[src/hdl/bhp_pkg.sv]
// Package for the bitstream header parser: beat types, status and error codes.
`default_nettype none
package bhp_pkg;

    localparam int unsigned MAX_HEADER_DEF = 1024;
    localparam int unsigned HLEN_W         = 11;
    localparam int unsigned BLEN_W         = 32;

    localparam logic [1:0] ST_PARSING = 2'd0;
    localparam logic [1:0] ST_DONE    = 2'd1;
    localparam logic [1:0] ST_ERROR   = 2'd2;

    localparam logic [2:0] ERR_NONE     = 3'd0;
    localparam logic [2:0] ERR_MAGIC    = 3'd1;
    localparam logic [2:0] ERR_VERSION  = 3'd2;
    localparam logic [2:0] ERR_KEY      = 3'd3;
    localparam logic [2:0] ERR_NO_NULL  = 3'd4;
    localparam logic [2:0] ERR_TOO_LONG = 3'd5;

    localparam logic [7:0] MAGIC_EVEN = 8'h0f;
    localparam logic [7:0] MAGIC_ODD  = 8'hf0;
    localparam logic [7:0] KEY_A      = 8'h61;
    localparam logic [2:0] KEY_E_IDX  = 3'd4;

    typedef struct packed {
        logic [7:0] data_byte;
        logic       first;
    } in_beat_t;

    typedef struct packed {
        logic [1:0]        status;
        logic [2:0]        error_kind;
        logic [HLEN_W-1:0] header_length;
        logic [BLEN_W-1:0] bitstream_length;
    } out_beat_t;

endpackage
`default_nettype wire

[src/hdl/bitstream_header_parser.sv]
// Bitstream header parser: byte-serial header checker with registered result beat.
//
// Input channel s_*: one header byte per beat; s_data.first restarts parsing
// with that byte as header byte zero. Result channel m_*: one beat per input
// beat carrying status, error kind, header length and bitstream length.
// The result for a byte is registered at its accept edge and shows on m_* in
// the next cycle. Throughput is one byte per cycle unless m_ready stalls; the
// parse state updates in one step per byte in a single register stage.
// s_ready is high whenever the result register is empty or being taken, so a
// stalled m_ready stalls the input after one held result.
// Reset clears the parse state as for a restart and empties the result
// register. After completion or error the held status repeats until a byte
// with first set arrives. A byte arriving after MAX_HEADER bytes have been
// consumed ends parsing with a too-long error.
`default_nettype none
module bitstream_header_parser
    import bhp_pkg::*;
#(
    parameter int unsigned MAX_HEADER = MAX_HEADER_DEF
) (
    input  wire logic      aclk,
    input  wire logic      aresetn,
    input  wire logic      s_valid,
    output logic           s_ready,
    input  wire in_beat_t  s_data,
    output logic           m_valid,
    input  wire logic      m_ready,
    output out_beat_t      m_data
);

    localparam int unsigned BCW = $clog2(MAX_HEADER + 1);

    localparam logic [3:0] PH_MLEN_HI   = 4'd0;
    localparam logic [3:0] PH_MLEN_LO   = 4'd1;
    localparam logic [3:0] PH_MAGIC     = 4'd2;
    localparam logic [3:0] PH_MAGIC_END = 4'd3;
    localparam logic [3:0] PH_VER_HI    = 4'd4;
    localparam logic [3:0] PH_VER_LO    = 4'd5;
    localparam logic [3:0] PH_KEY       = 4'd6;
    localparam logic [3:0] PH_FLEN_HI   = 4'd7;
    localparam logic [3:0] PH_FLEN_LO   = 4'd8;
    localparam logic [3:0] PH_PAYLOAD   = 4'd9;
    localparam logic [3:0] PH_BLEN      = 4'd10;
    localparam logic [3:0] PH_HELD      = 4'd11;

    logic [3:0]        phase_reg, phase_next, phase_cur;
    logic [15:0]       remaining_reg, remaining_next, remaining_cur;
    logic              magic_odd_reg, magic_odd_next, magic_odd_cur;
    logic [2:0]        field_key_reg, field_key_next, field_key_cur;
    logic [BCW-1:0]    byte_count_reg, byte_count_next, byte_count_cur;
    logic [BLEN_W-1:0] accum_reg, accum_next, accum_cur;
    logic [1:0]        status_reg, status_next, status_cur;
    logic [2:0]        error_reg, error_next, error_cur;
    logic [HLEN_W-1:0] hlen_reg, hlen_next, hlen_cur;
    logic [BLEN_W-1:0] blen_reg, blen_next, blen_cur;

    logic              m_valid_reg;
    out_beat_t         m_data_reg;
    logic              accept;
    logic              fail;
    logic [2:0]        fail_kind;
    logic [15:0]       len16;
    logic [15:0]       rem_dec;
    logic [7:0]        b;

    assign s_ready = !m_valid_reg || m_ready;
    assign accept  = s_valid && s_ready;
    assign m_valid = m_valid_reg;
    assign m_data  = m_data_reg;
    assign b       = s_data.data_byte;

    // restart selects the reset state as the starting point
    always_comb begin
        if (s_data.first) begin
            phase_cur      = PH_MLEN_HI;
            remaining_cur  = '0;
            magic_odd_cur  = 1'b0;
            field_key_cur  = '0;
            byte_count_cur = '0;
            accum_cur      = '0;
            status_cur     = ST_PARSING;
            error_cur      = ERR_NONE;
            hlen_cur       = '0;
            blen_cur       = '0;
        end else begin
            phase_cur      = phase_reg;
            remaining_cur  = remaining_reg;
            magic_odd_cur  = magic_odd_reg;
            field_key_cur  = field_key_reg;
            byte_count_cur = byte_count_reg;
            accum_cur      = accum_reg;
            status_cur     = status_reg;
            error_cur      = error_reg;
            hlen_cur       = hlen_reg;
            blen_cur       = blen_reg;
        end
    end

    always_comb begin
        phase_next      = phase_cur;
        remaining_next  = remaining_cur;
        magic_odd_next  = magic_odd_cur;
        field_key_next  = field_key_cur;
        byte_count_next = byte_count_cur;
        accum_next      = accum_cur;
        status_next     = status_cur;
        error_next      = error_cur;
        hlen_next       = hlen_cur;
        blen_next       = blen_cur;
        fail            = 1'b0;
        fail_kind       = ERR_NONE;
        len16           = remaining_cur | {8'd0, b};
        rem_dec         = remaining_cur - 16'd1;

        if (phase_cur != PH_HELD) begin
            if (byte_count_cur >= BCW'(MAX_HEADER)) begin
                fail      = 1'b1;
                fail_kind = ERR_TOO_LONG;
            end else begin
                byte_count_next = byte_count_cur + BCW'(1);
                case (phase_cur)
                    PH_MLEN_HI: begin
                        remaining_next = {b, 8'd0};
                        phase_next     = PH_MLEN_LO;
                    end
                    PH_MLEN_LO: begin
                        if (len16 == 16'd0) begin
                            fail      = 1'b1;
                            fail_kind = ERR_MAGIC;
                        end else begin
                            remaining_next = len16 - 16'd1;
                            magic_odd_next = 1'b0;
                            phase_next     = (len16 == 16'd1) ? PH_MAGIC_END : PH_MAGIC;
                        end
                    end
                    PH_MAGIC: begin
                        if (b != (magic_odd_cur ? MAGIC_ODD : MAGIC_EVEN)) begin
                            fail      = 1'b1;
                            fail_kind = ERR_MAGIC;
                        end else begin
                            magic_odd_next = !magic_odd_cur;
                            remaining_next = rem_dec;
                            if (rem_dec == 16'd0) begin
                                phase_next = PH_MAGIC_END;
                            end
                        end
                    end
                    PH_MAGIC_END: begin
                        phase_next = PH_VER_HI;
                    end
                    PH_VER_HI: begin
                        accum_next = {24'd0, b};
                        phase_next = PH_VER_LO;
                    end
                    PH_VER_LO: begin
                        if (accum_cur != '0 || b != 8'h01) begin
                            fail      = 1'b1;
                            fail_kind = ERR_VERSION;
                        end else begin
                            accum_next = '0;
                            phase_next = PH_KEY;
                        end
                    end
                    PH_KEY: begin
                        if (field_key_cur > KEY_E_IDX || b != KEY_A + {5'd0, field_key_cur}) begin
                            fail      = 1'b1;
                            fail_kind = ERR_KEY;
                        end else if (field_key_cur == KEY_E_IDX) begin
                            remaining_next = 16'd4;
                            accum_next     = '0;
                            phase_next     = PH_BLEN;
                        end else begin
                            phase_next = PH_FLEN_HI;
                        end
                    end
                    PH_FLEN_HI: begin
                        remaining_next = {b, 8'd0};
                        phase_next     = PH_FLEN_LO;
                    end
                    PH_FLEN_LO: begin
                        if (len16 == 16'd0) begin
                            fail      = 1'b1;
                            fail_kind = ERR_NO_NULL;
                        end else begin
                            remaining_next = len16;
                            phase_next     = PH_PAYLOAD;
                        end
                    end
                    PH_PAYLOAD: begin
                        remaining_next = rem_dec;
                        if (rem_dec == 16'd0) begin
                            if (b != 8'd0) begin
                                fail      = 1'b1;
                                fail_kind = ERR_NO_NULL;
                            end else begin
                                field_key_next = field_key_cur + 3'd1;
                                phase_next     = PH_KEY;
                            end
                        end
                    end
                    PH_BLEN: begin
                        accum_next     = {accum_cur[BLEN_W-9:0], b};
                        remaining_next = rem_dec;
                        if (rem_dec == 16'd0) begin
                            phase_next  = PH_HELD;
                            status_next = ST_DONE;
                            error_next  = ERR_NONE;
                            hlen_next   = HLEN_W'(byte_count_cur + BCW'(1));
                            blen_next   = {accum_cur[BLEN_W-9:0], b};
                        end
                    end
                    default: begin
                        phase_next = PH_HELD;
                    end
                endcase
            end
        end

        if (fail) begin
            phase_next  = PH_HELD;
            status_next = ST_ERROR;
            error_next  = fail_kind;
            hlen_next   = '0;
            blen_next   = '0;
        end
    end

    always_ff @(posedge aclk) begin
        if (!aresetn) begin
            phase_reg      <= PH_MLEN_HI;
            remaining_reg  <= '0;
            magic_odd_reg  <= 1'b0;
            field_key_reg  <= '0;
            byte_count_reg <= '0;
            accum_reg      <= '0;
            status_reg     <= ST_PARSING;
            error_reg      <= ERR_NONE;
            hlen_reg       <= '0;
            blen_reg       <= '0;
            m_valid_reg    <= 1'b0;
        end else begin
            if (accept) begin
                phase_reg      <= phase_next;
                remaining_reg  <= remaining_next;
                magic_odd_reg  <= magic_odd_next;
                field_key_reg  <= field_key_next;
                byte_count_reg <= byte_count_next;
                accum_reg      <= accum_next;
                status_reg     <= status_next;
                error_reg      <= error_next;
                hlen_reg       <= hlen_next;
                blen_reg       <= blen_next;
                m_valid_reg    <= 1'b1;
            end else if (m_ready) begin
                m_valid_reg <= 1'b0;
            end
        end
    end

    always_ff @(posedge aclk) begin
        if (accept) begin
            m_data_reg.status           <= status_next;
            m_data_reg.error_kind       <= error_next;
            m_data_reg.header_length    <= hlen_next;
            m_data_reg.bitstream_length <= blen_next;
        end
    end

    a_count_bound: assert property (@(posedge aclk) disable iff (!aresetn)
        byte_count_reg <= BCW'(MAX_HEADER))
        else $error("byte count past header limit");

    a_error_lengths: assert property (@(posedge aclk) disable iff (!aresetn)
        m_valid && m_data.status == ST_ERROR |->
            m_data.header_length == '0 && m_data.bitstream_length == '0
            && m_data.error_kind != ERR_NONE)
        else $error("error beat with lengths or no kind");

    a_parsing_clean: assert property (@(posedge aclk) disable iff (!aresetn)
        m_valid && m_data.status == ST_PARSING |->
            m_data.error_kind == ERR_NONE && m_data.header_length == '0)
        else $error("parsing beat carries result fields");

    a_done_clean: assert property (@(posedge aclk) disable iff (!aresetn)
        m_valid && m_data.status == ST_DONE |-> m_data.error_kind == ERR_NONE)
        else $error("complete beat with error kind");

    a_result_hold: assert property (@(posedge aclk) disable iff (!aresetn)
        m_valid && !$past(accept) |-> $stable(m_data))
        else $error("result changed without an input beat");

endmodule
`default_nettype wire
[config.mk]
export PLATFORM = sky130hd
export DESIGN_NAME = bitstream_header_parser
export DESIGN_NICKNAME = d
export VERILOG_FILES = /design/src/hdl/bhp_pkg.sv /design/src/hdl/bitstream_header_parser.sv
export SDC_FILE = /design/constraint.sdc
export NUM_CORES = 1
export LEC_CHECK = 0
export BUFFER_PORTS_ARGS = -buffer_cell sky130_fd_sc_hd__buf_2
export CAP_MARGIN = 20
export CELL_PAD_IN_SITES_DETAIL_PLACEMENT = 1
export CELL_PAD_IN_SITES_GLOBAL_PLACEMENT = 1
export CORE_MARGIN = 1
export CORE_UTILIZATION = 46
export CTS_BUF_LIST = sky130_fd_sc_hd__clkbuf_4 sky130_fd_sc_hd__clkbuf_8 sky130_fd_sc_hd__clkbuf_16
export DETAILED_ROUTE_END_ITERATION = 8
export PLACE_DENSITY = 0.89
export REMOVE_ABC_BUFFERS = 1
export SKIP_LAST_GASP = 1
export SYNTH_ARGS = -nofsm -noshare
export SYNTH_HDL_FRONTEND = slang
export SYNTH_SLANG_ARGS = --single-unit
[constraint.sdc]
create_clock -name aclk -period 4.6 [get_ports aclk]
set_input_delay 0.92 -clock aclk [delete_from_list [all_inputs] [get_ports aclk]]
set_output_delay 0.92 -clock aclk [all_outputs]
set_load 0.01 [all_outputs]
### Word level (Yosys, flattened, before mapping)

Index checks and enable logic that the tools add are counted.

* bits in registers: 164
* input bits: 13
* word-level logic and storage cells: 147

* eq/ne operators: 16
* bitwise logic cells: 1
* multiplexer cells: 93
* order comparisons: 2
* reductions and logical operators: 15
* $add $sub $neg: 5

Operators by type and width (number)
* 32-bit 2-to-1 mux: 12
* 16-bit 2-to-1 mux: 8
* 32-bit case mux with 4 select lines: 1
* 11-bit 2-to-1 mux: 9
* 16-bit case mux with 6 select lines: 1
* 4-bit 2-to-1 mux: 14
* 3-bit 2-to-1 mux: 17
* 4-bit case mux with 11 select lines: 1
* 16-bit logical NOT: 2
* 32-bit nonzero test: 1
* 16-bit by 1-bit subtractor with 16-bit output (second input constant): 2
* 1-bit 2-to-1 mux: 18
* 3-bit case mux with 6 select lines: 1
* 16-bit by 1-bit == test with 1-bit output (second input constant): 1
* 4-bit by 3-bit == test with 1-bit output (second input constant): 4
* 2-bit 2-to-1 mux: 8
* 8-bit != test: 2
* 16-bit by 8-bit OR with 16-bit output: 1
* 4-bit == test (second input constant): 3
* 11-bit by 1-bit adder with 11-bit output (second input constant): 1
* 11-bit greater-or-equal comparator (second input constant): 1
* 7-bit by 3-bit adder with 8-bit output (first input constant): 1
* 4-bit by 2-bit == test with 1-bit output (second input constant): 2
* 8-bit 2-to-1 mux: 1
* other kinds (15): 20

### Depth between registers and ports, before layout

Gate-level depths: netlist (run 1).

* depth in word-level cells: 9
* mapped depth: 18
* gate-level depth less buffers: 12

### Worst setup path before layout (run 1)

OpenSTA, ideal clock, no wires.

* path type: input-to-reg
* start point: in s_data[0] in the netlist's numbering
* end point: reg m_data_reg, in the netlist m_data[10], data pin
* cell stages on the path: 16
* data arrival time: 3.925 ns
* slack: 0.420 ns
* cells stage by stage: buf_6 > clkinv_1 > clkbuf_1 > clkbuf_1 > nand2_1 > ha_1 > clkbuf_1 > o21ai_2 > o31a_1 > or3_1 > nor4_1 > o31a_1 > or2_1 > buf_2 > buf_4 > a21oi_1

* word-level cells in the longest chain between the ends: 9
* elaborated cells on any way between the ends: 42

RTL lines
* start, declared: RTL line bitstream_header_parser.sv:25 `input wire in_beat_t s_data,`
* branches (longest 8 deep; another with 16-bit by 1-bit subtractor with 16-bit output)
* 32-bit 2-to-1 mux (*): RTL line bitstream_header_parser.sv:219 `if (fail) begin`
* named net blen_next[10]: RTL line bitstream_header_parser.sv:55 `logic [BLEN_W-1:0] blen_reg, blen_next, blen_cur;`
* end, declared: RTL line bitstream_header_parser.sv:58 `out_beat_t m_data_reg;`

Mark *: on every way through the listed nets, which the timed path passes.
A chain may end at the register's enable or synchronous reset.

### Worst setup path in the final report (run 1)

* start point: in s_data[0] in the netlist's numbering
* end point: reg m_data_reg, in the netlist m_data[44], data pin

* word-level cells in the longest chain between the ends: 9
* elaborated cells on any way between the ends: 48

RTL lines
* branches (longest 8 deep; another with 16-bit by 1-bit subtractor with 16-bit output)
* 3-bit 2-to-1 mux (*): RTL line bitstream_header_parser.sv:219
* named net error_next[1]: RTL line bitstream_header_parser.sv:53 `logic [2:0] error_reg, error_next, error_cur;`

Marked as above.

==> results.yml, run 1 <==
hold_path:
  hold_start: "error_reg[1]"
  holdPathEnd: "error_reg[1]"
  hold_class: "flip-flop to flip-flop"
  min_delay_path_depth: 1
power:
  pwr-share-seq_pct: 45.8
  cell_internal_pwr_mw: 2.40
  swShare_pct: 29.4
  pwr-share-clk_pct: 41.8
  p_per_area_nw_per_um2: 347
  report.power.total_mw: 3.40
  power_leakage_nw: 3.65
  power.switching_mw: 0.999
  vdd_drop_max_uv: 272
  comb_power_share_pct: 12.4
floorplan:
  die_h_um: 140
  start_util_pct: 46.8
  core-area_sq_um: 18600
  io_pins: 63
  die_area_sq_um: 19500
  num_rows: 50
  die_width_um: 140
critical_path:
  cp_data_required_time_ns: 4.78
  rr_endpoint: "m_data[44]"
  critPathMaxStageDelay_ns: 0.57
  slowest_stage: "nor4_1"
  reg2regPathDepth: 9
  reg2reg_from: "remaining_reg[4]"
  crit_chain: "buf_2, clkinv_1, nand2_1, ha_1, o21ai_2, o31a_1, or3_1, nor4_1, o31a_1, buf_4, nand2b_1, o21bai_1"
  worst-setup-path-type: "input port to flip-flop"
  critPathLaunchType: "input port"
  arrival_ns: 4.07
  cp-end-kind: "flip-flop"
  crit_top_cell: "o31a_1"
  rrSetupSlack_ns: 1.09
  path_max_fanout: 31
layout:
  final_common_cell: "nand2_1"
  final_area_sq_um: 9770
  finalNetCount: 1061
  area_growth_pct: 11.9
  antenna_cells: 0
  drive_gt1_share_pct: 15.0
  ff_latch_area_sq_um: 3760
  post-route-util_pct: 52.4
  fillers: 2220
  largest_reg_flops: 48
  final_cells: 1287
  multi_input_area_sq_um: 4470
  mostFrequentLayoutCells: "nand2_1 (126), dfxtp_1 (116), a21oi_1 (103)"
synth:
  synth_simple_gate_area_share_pct: 23.4
  post_synth_num_cell_types: 82
  synth_area_sq_um: 8730
  synth-seq-area-share_pct: 43.1
  synth_edf_count: 48
  synth-adder-area-share_pct: 1.15
  synth_top_family_by_area: "compound AO/OA/AOI/OAI gates"
  synth.area.mux_share_pct: 0.473
  avgSynthCellArea_sq_um: 8.66
  synth_xor_area_share_pct: 1.60
  synth_cells: 1009
  yosys_warnings: 0
  synth-compound-area-share_pct: 24.6
  async_flop_share_pct: 0
  ys_ff_latch: 164
  synth_top_flop_cell: "dfxtp_1"
run_status:
  outcome: "finished, final reports clean"
placed_design:
  hpwl_um: 19200
  io_buffers: 62
  placed_area_sq_um: 9180
  place.gp.congestion: 0.961
  place_inst: 1255
timing:
  rsz0062_at_grt: "no"
  slew_headroom_pct: 43.7
  timing.fmax_mhz: 257
  drv_slew: 0
  hold_slack_ns: 0.474
  finClkSkew_ns: 0.0143
  finalSetupViolCount: 0
  period_needed_ns: 3.89
  tightest_slew_ns: 0.842
  fin_crit_sh_pct: 84.5
  finalHoldViolCount: 0
routing:
  dr_total_vias: 8433
  drtPass1Iterations: 5
  viasPerCell: 6.55
  wirelength_um: 29200
  wl_per_cell_um: 22.7
  dr.first_iter.drc_count: 671
  post-route-drc-count: 0
  drt.antenna.violating_nets: 0
clock_network:
  cts_sinks: 164
  path_clk_slew_ns: 0.07
  clock_latency_ns: 0.44
  numCtsBuffers: 17
  clockBufferDepth: 2
  post_cts_resized: 0
  cts_hold_buf: 0
  clockRootBuffer: "clkbuf_16"
  cts_setup_buffers: 0
  ctsHtreeMaxLevel: 4
  cts_tree: "yes"
grt:
  grt_first_pass_wirelength_um: 47000
  first_global_vias: 8572
  antenna_found_initial: 0
  grt.total_usage_pct: 30.8
  grt_start_max_net_pins: 51
  gr-total-overflow: 0
flow_run:
  maxCapViolCount: 0
## area by class of cell
class / instances / area share [%]
multi-input combinational: 741 / 45.7
sequential: 164 / 38.5
timing repair buffer: 92 / 5.73
clock buffer: 18 / 4.49
tap: 234 / 3.00
clock inverter: 14 / 1.61
inverter: 24 / 0.922
## power groups by stage
stage / Combinational, mW / Clock (mW) / Sequential, mW
5_1_grt: 0.455 / 1.49 / 1.56
2_1_floorplan: 0.239 / 0 / 1.59
3_3_place_gp: 0.403 / 0 / 1.58
6_report: 0.423 / 1.42 / 1.55
4_1_cts: 0.415 / 1.43 / 1.55
3_5_place_dp: 0.411 / 0 / 1.59
## cells in the mapped netlist (all sizes together) (4+ instances only)
cell type | instances | area (sq um)
nor2b | 15 | 93.8
nand4 | 8 | 50.1
ha | 8 | 100
and4 | 4 | 35.0
or2 | 7 | 43.8
inv | 23 | 86.3
or4 | 7 | 56.3
nor3b | 6 | 67.6
edfxtp | 48 | 1440
nand3b | 6 | 45.0
o21bai | 4 | 30.0
dfxtp | 116 | 2320
o211ai | 9 | 72.6
nand2b | 12 | 75.1
nor3 | 25 | 130
a21oi | 105 | 529
a22o | 65 | 569
a211oi | 11 | 87.6
o21ai | 48 | 244
o31ai | 8 | 60.1
nand2 | 126 | 473
nor2 | 84 | 328
a31oi | 18 | 113
a2bb2oi | 4 | 35.0
a22oi | 6 | 45.0
buf | 31 | 229
nand3 | 42 | 210
nor4 | 24 | 220
xor2 | 9 | 78.8
or3 | 7 | 43.8
clkbuf | 49 | 184
and3 | 14 | 87.6
a32o | 5 | 50.1
xnor2 | 7 | 61.3
## cells by family (layout without fill, tap and decap cells)
group / after synthesis / after routing
AND/OR/NAND/NOR: 396 / 396
adder cells (fa/ha/maj): 8 / 8
buffers and inverters: 104 / 148
flip-flops: 164 / 164
AO/OA/AOI/OAI: 317 / 317
XOR/XNOR: 16 / 16
multiplexers: 4 / 4
## per-layer routing
| layer | share of wire (%) | global-route usage (%) |
|---|---|---|
| met2 | 48 | 51.5 |
| met1 | 42 | 37.8 |
| met3 | 6.2 | 6.40 |
| met4 | 4.1 | 14.6 |
| met5 | 0 | 0 |
## worst max-delay path, delay by kind of cell
kind | cells | cell delay (ns)
adder cells (fa/ha/maj) | 1 | 0.36
buffers and inverters | 3 | 0.70
AND/OR/NAND/NOR | 4 | 1.33
AO/OA/AOI/OAI | 4 | 0.73
## through the flow
stage / TNS [ns] / setup slack (ns)
after CTS: 0 / 0.758
after global placement: 0 / 0.521
final: 0 / 0.713
after detailed placement: 0 / 0.320
after global routing: 0 / 0.601
after floorplan: -4.15 / -0.224
## worst max path at each step
stage          slack [ns]  depth (start not counted)         end       from
3_3_place_gp         0.52                         12  m_data[44]  s_data[0]
2_1_floorplan       -0.22                         10  m_data[34]  s_data[0]
5_1_grt              0.60                         13  m_data[44]  s_data[0]
3_5_place_dp         0.32                         12  m_data[44]  s_data[0]
6_report             0.71                         12  m_data[44]  s_data[0]
4_1_cts              0.76                         12  m_data[44]  s_data[0]
Power figures use the tool's default switching activity.
==> run 2, diff against run 1 <==
CORE_UTILIZATION = 42   (was 46)
PLACE_DENSITY = 0.86   (was 0.89)
clock period = 3.12 ns   (was 4.6 ns; I/O delays follow)
==> run 2 against run 1 <==
Effect of this change:
- the flow now finishes with violations (setup timing)
- critical path type unchanged
- largest cell class unchanged
- clock skew up 0.011 ns
- critical endpoint is now blen_reg[9]
- non-clock buffer count rose by 139
- largest power group unchanged
- sequential share of layout area decreased by 4.7 points
- highest routed layer unchanged
==> results.yml, run 2 (synthesis gave the netlist of run 1 again) <==
power:
  power_leakage_nw: 4.41
  swShare_pct: 31.4
  comb_power_share_pct: 15.9
  pwr-share-clk_pct: 41.0
  cell_internal_pwr_mw: 3.64
  pwr-share-seq_pct: 43.1
  p_per_area_nw_per_um2: 476
  vdd_drop_max_uv: 392
  power.switching_mw: 1.67
clock_network:
  cts_tree: "yes"
  path_clk_slew_ns: 0.08
  clock_latency_ns: 0.46
  ctsHtreeMaxLevel: 4
  clockBufferDepth: 2
  numCtsBuffers: 17
  cts_sinks: 164
  clockRootBuffer: "clkbuf_16"
placed_design:
  placed_area_sq_um: 10300
  hpwl_um: 23200
  place.gp.congestion: 1.00
  io_buffers: 62
timing:
  finalSetupViolCount: 98
  tightest_slew_ns: 0.706
  slew_headroom_pct: 52.8
  timing.fmax_mhz: 281
  layout_setup_ws_ns: -0.443
  fin_crit_sh_pct: 114
  setup-tns-final_ns: -25.63
  finalHoldViolCount: 0
  drv_slew: 0
  finClkSkew_ns: 0.0249
  period_needed_ns: 3.56
floorplan:
  start_util_pct: 43.0
  die_h_um: 146
  die_area_sq_um: 21400
  io_pins: 63
  core-area_sq_um: 20300
  die_width_um: 146
  num_rows: 52
run_status:
  outcome: "finished, violations left"
  violations: "setup timing"
routing:
  drtPass1Iterations: 5
  wirelength_um: 36700
  met1_length_um: 14400
  dr.first_iter.drc_count: 962
  wl_met2_um: 17300
  post-route-drc-count: 0
  viasPerCell: 6.47
  highest_layer: "met4"
  wl_per_cell_um: 25.1
  dr_total_vias: 9462
  wl_met3_um: 2820
  drt.antenna.violating_nets: 0
layout:
  multi_input_area_sq_um: 4640
  largest_reg_flops: 48
  finalNetCount: 1200
  post-route-util_pct: 54.9
  final_common_cell: "buf_4"
  area_growth_pct: 27.7
  fillers: 2432
  drive_gt1_share_pct: 27.5
  mostFrequentLayoutCells: "buf_4 (155), nand2_1 (124), dfxtp_1 (111)"
  final_area_sq_um: 11200
  antenna_cells: 0
  ff_latch_area_sq_um: 3770
critical_path:
  critPathMaxStageDelay_ns: 0.51
  critPathLaunchType: "input port"
  path_max_fanout: 8
  cp-end-kind: "flip-flop"
  worst-setup-path-type: "input port to flip-flop"
  arrival_ns: 3.96
  cp_data_required_time_ns: 3.52
  slowest_stage: "mux2i_1"
  crit_chain: "buf_2, inv_2, buf_12, nand2_4, inv_1, ha_2, xor2_2, mux2i_1, a31oi_2, a21oi_2, o211ai_4, buf_4, o31a_4, nor3b_4, buf_6, clkbuf_16, a22o_1"
hold_path:
  hold_class: "input port to flip-flop"
grt:
  grt_first_pass_wirelength_um: 53900
  grt.total_usage_pct: 32.9
  grt_start_max_net_pins: 52
  first_global_vias: 9702
  gr-total-overflow: 0
  antenna_found_initial: 0
flow_run:
  maxCapViolCount: 0
## run 2: critical path: cells and delay by family
| kind | cells | cell delay, ns |
|---|---|---|
| muxes | 1 | 0.51 |
| AOI/OAI and AO/OA | 5 | 1.14 |
| adders and majority gates | 1 | 0.23 |
| xor gates and xnor gates | 1 | 0.22 |
| buffers and inverters | 7 | 0.91 |
| and+or+nand+nor | 2 | 0.33 |
## run 2: timing repair
item	in CTS	in global routing
setup buffers	4	6
resized for setup	5	36
hold buffers	0	0
cloned	0	2
pin swaps	2	9
endpoints found under the setup margin	77	104
## run 2: area by class of cell
| cell class | count | area share [%] |
|---|---|---|
| Multi-Input combinational cell | 741 | 41.6 |
| Sequential cell | 164 | 33.8 |
| Timing Repair Buffer | 231 | 15.5 |
| Clock buffer | 17 | 3.81 |
| Tap cell | 270 | 3.03 |
| Clock inverter | 15 | 1.45 |
| Inverter | 24 | 0.808 |
## run 2: path summary, 6_finish.rpt
kind / start / to / slack (ns) / cells past startpoint
setup / recovery: s_data[0] / blen_reg[9] / -0.44 / 17
hold reg to reg: hlen_reg[2] / hlen_reg[2] / 0.48 / 2
setup reg to reg: field_key_reg[0] / blen_reg[9] / -0.43 / 14
hold / removal: s_valid / m_valid / 0.42 / 3
## run 2: through the flow
stage               power (mW)  hold slack [ns]  cells  setup slack (ns)
finish                    5.30            0.417   1462            -0.443
global route              5.43            0.431   1462            -0.519
CTS                       5.22            0.411   1454           -0.0367
detailed placement        3.09            0.457   1418            -0.562
global placement          3.06            0.452   1418            -0.359
floorplan                 2.69            0.435    929             -1.41
## run 2: metal layers
layer  GRT usage [%]  vias up
met5               0        -
met4            19.7        0
met3            7.03      195
met2            54.4      595
met1            39.3     4609
li1                -     4063
## run 2: power groups by stage
| stage | clock network [mW] | logic (mW) | registers [mW] |
|---|---|---|---|
| final | 2.17 | 0.845 | 2.29 |
| after global placement | 0 | 0.731 | 2.33 |
| after global routing | 2.26 | 0.885 | 2.29 |
| after detailed placement | 0 | 0.756 | 2.33 |
| after CTS | 2.16 | 0.777 | 2.28 |
| after floorplan | 0 | 0.353 | 2.34 |
==> run 3, diff against run 2 <==
CORE_UTILIZATION = 41   (was 42)
PLACE_DENSITY = 0.84   (was 0.86)
==> run 3 against run 2 <==
Effect of this change:
- the run still ends with setup timing left
- critical endpoint is now hlen_reg[10]
- first-iteration DRC count is 27% lower
- utilization is 1.9 points lower
- sequential power hardly changed
- sequential share of layout area is 0.054 points higher
- largest cell class unchanged
- largest power group unchanged
- cell count is 0.55% higher
- non-clock buffer count is 3 higher
- via count is 3.4% lower
- cell area is 0.29% lower
- register-to-register slack better by 0.44 ns
- critical path type unchanged
- clock-buffer cell count stayed put
- critical path depth is 6 lower
- sequential cell count stayed put
==> results.yml, run 3 (synthesis gave the netlist of run 1 again) <==
flow_run:
  maxCapViolCount: 0
layout:
  final_cells: 1470
  mostFrequentLayoutCells: "buf_4 (157), nand2_1 (125), dfxtp_1 (115)"
  area_growth_pct: 27.3
  largest_reg_flops: 48
  finalNetCount: 1203
  final_common_cell: "buf_4"
  drive_gt1_share_pct: 26.5
  antenna_cells: 0
grt:
  gr-total-overflow: 0
  grt_first_pass_wirelength_um: 50900
  grt_start_max_net_pins: 33
  antenna_found_initial: 0
  first_global_vias: 9301
  grt.total_usage_pct: 30.1
placed_design:
  place_inst: 1425
  io_buffers: 62
  post-place-ws_ns: -0.481
  place.gp.congestion: 1.02
  hpwl_um: 21900
routing:
  post-route-drc-count: 0
  wl_met2_um: 16300
  drtPass1Iterations: 5
  wirelength_um: 33700
  dr_total_vias: 9145
  wl_met3_um: 2070
  highest_layer: "met4"
  met1_length_um: 13600
  viasPerCell: 6.22
  dr.first_iter.drc_count: 702
  drt.antenna.violating_nets: 0
  wl_per_cell_um: 22.9
clock_network:
  cts_sinks: 164
  ctsHtreeMaxLevel: 4
  numCtsBuffers: 17
  clock_latency_ns: 0.45
  clockBufferDepth: 2
  cts_tree: "yes"
  path_clk_slew_ns: 0.07
  clockRootBuffer: "clkbuf_16"
critical_path:
  startpoint: "s_data[0]"
  cp-end-kind: "flip-flop"
  cp_data_required_time_ns: 3.46
  reg2reg_from: "remaining_reg[4]"
  reg2regPathDepth: 13
  worst-setup-path-type: "input port to flip-flop"
  arrival_ns: 3.50
  rrSetupSlack_ns: 0.01
  path_max_fanout: 25
  critPathLaunchType: "input port"
  rr_endpoint: "hlen_reg[10]"
timing:
  period_needed_ns: 3.16
  drv_slew: 0
  finalSetupViolCount: 2
  slew_headroom_pct: 59.4
  fin_crit_sh_pct: 101
  finalHoldViolCount: 0
  tightest_slew_ns: 0.608
  timing.fmax_mhz: 316
  layout_setup_ws_ns: -0.0433
  finClkSkew_ns: 0.0175
power:
  pwr-share-clk_pct: 41.2
  p_per_area_nw_per_um2: 476
  comb_power_share_pct: 15.8
  swShare_pct: 30.6
  vdd_drop_max_uv: 340
  pwr-share-seq_pct: 43.0
  power.switching_mw: 1.62
  cell_internal_pwr_mw: 3.67
  power_leakage_nw: 4.41
floorplan:
  num_rows: 53
  die_h_um: 148
  core-area_sq_um: 21000
  die_area_sq_um: 21900
  die_width_um: 148
  io_pins: 63
  start_util_pct: 41.7
hold_path:
  min_delay_path_depth: 3
  hold_start: "s_valid"
  holdPathEnd: "m_valid"
  hold_class: "input port to flip-flop"
run_status:
  violations: "setup timing"
  outcome: "finished, violations left"
## run 3: changes by cell type in the layout (fill, tap and decap cells not counted), moves of 3 or more
cell     before  now
inv_6         5    1
buf_6         3    6
a21oi_2       5    2
a21oi_1     100  103
dfxtp_1     111  115
dfxtp_2       5    1
## run 3: how the worst max path moves through the flow
stage / endpoint / slack (ns) / depth (start not counted)
final: hlen_reg[10] / -0.04 / 11
after global placement: blen_reg[29] / -0.40 / 15
after global routing: blen_reg[0] / -0.05 / 15
after detailed placement: blen_reg[22] / -0.48 / 15
after CTS: m_data[19] / 0.02 / 16
after floorplan: m_data[34] / -1.41 / 10
## run 3: stage by stage
stage / hold slack, ns / setup TNS, ns / cell area [sq um] / power (mW) / utilization [%]
after CTS: 0.406 / 0 / 10900 / 5.26 / 52.0
after global placement: 0.447 / -35.73 / 10300 / 3.06 / 49.0
after floorplan: 0.435 / -144.03 / 8320 / 2.69 / -
final: 0.425 / -0.0443 / 11100 / 5.29 / 53.1
after global routing: 0.436 / -0.656 / 11100 / 5.45 / 53.1
after detailed placement: 0.457 / -48.74 / 10300 / 3.09 / 49.0
## run 3: worst max-delay path, stage by stage
cell	delay, ns
buf_2	0.15
buf_6	0.20
buf_4	0.24
or3b_2	0.53
nor3_1	0.49
nand4_1	0.20
buf_4	0.22
buf_4	0.24
nor2_1	0.17
o21ai_0	0.13
a21oi_1	0.28
## run 3: final cells by class
type | instances | area (sq um)
Fill cell | 2482 | 9830
Multi-Input combinational cell | 741 | 4560
Sequential cell | 164 | 3760
Timing Repair Buffer | 234 | 1740
Clock buffer | 17 | 425
Tap cell | 275 | 344
Clock inverter | 15 | 194
Inverter | 24 | 90.1
## run 3: power by group through the flow
stage	Combinational, mW	Clock, mW	Sequential (mW)
4_1_cts	0.775	2.21	2.28
3_5_place_dp	0.762	0	2.32
3_3_place_gp	0.741	0	2.32
2_1_floorplan	0.353	0	2.34
6_report	0.835	2.18	2.28
5_1_grt	0.884	2.29	2.28
## run 3: per-layer routing
layer | vias up | GRT usage (%)
met5 | - | 0
met4 | 0 | 15.6
met3 | 125 | 5.74
met2 | 421 | 50.6
met1 | 4521 | 36.6
li1 | 4078 | -
## run 3: timing repair
action	CTS	global route
hold buffers	0	0
cloned	0	2
pin swaps	0	10
resized for setup	2	25
buffers inserted	0	11
setup endpoints to repair	34	92
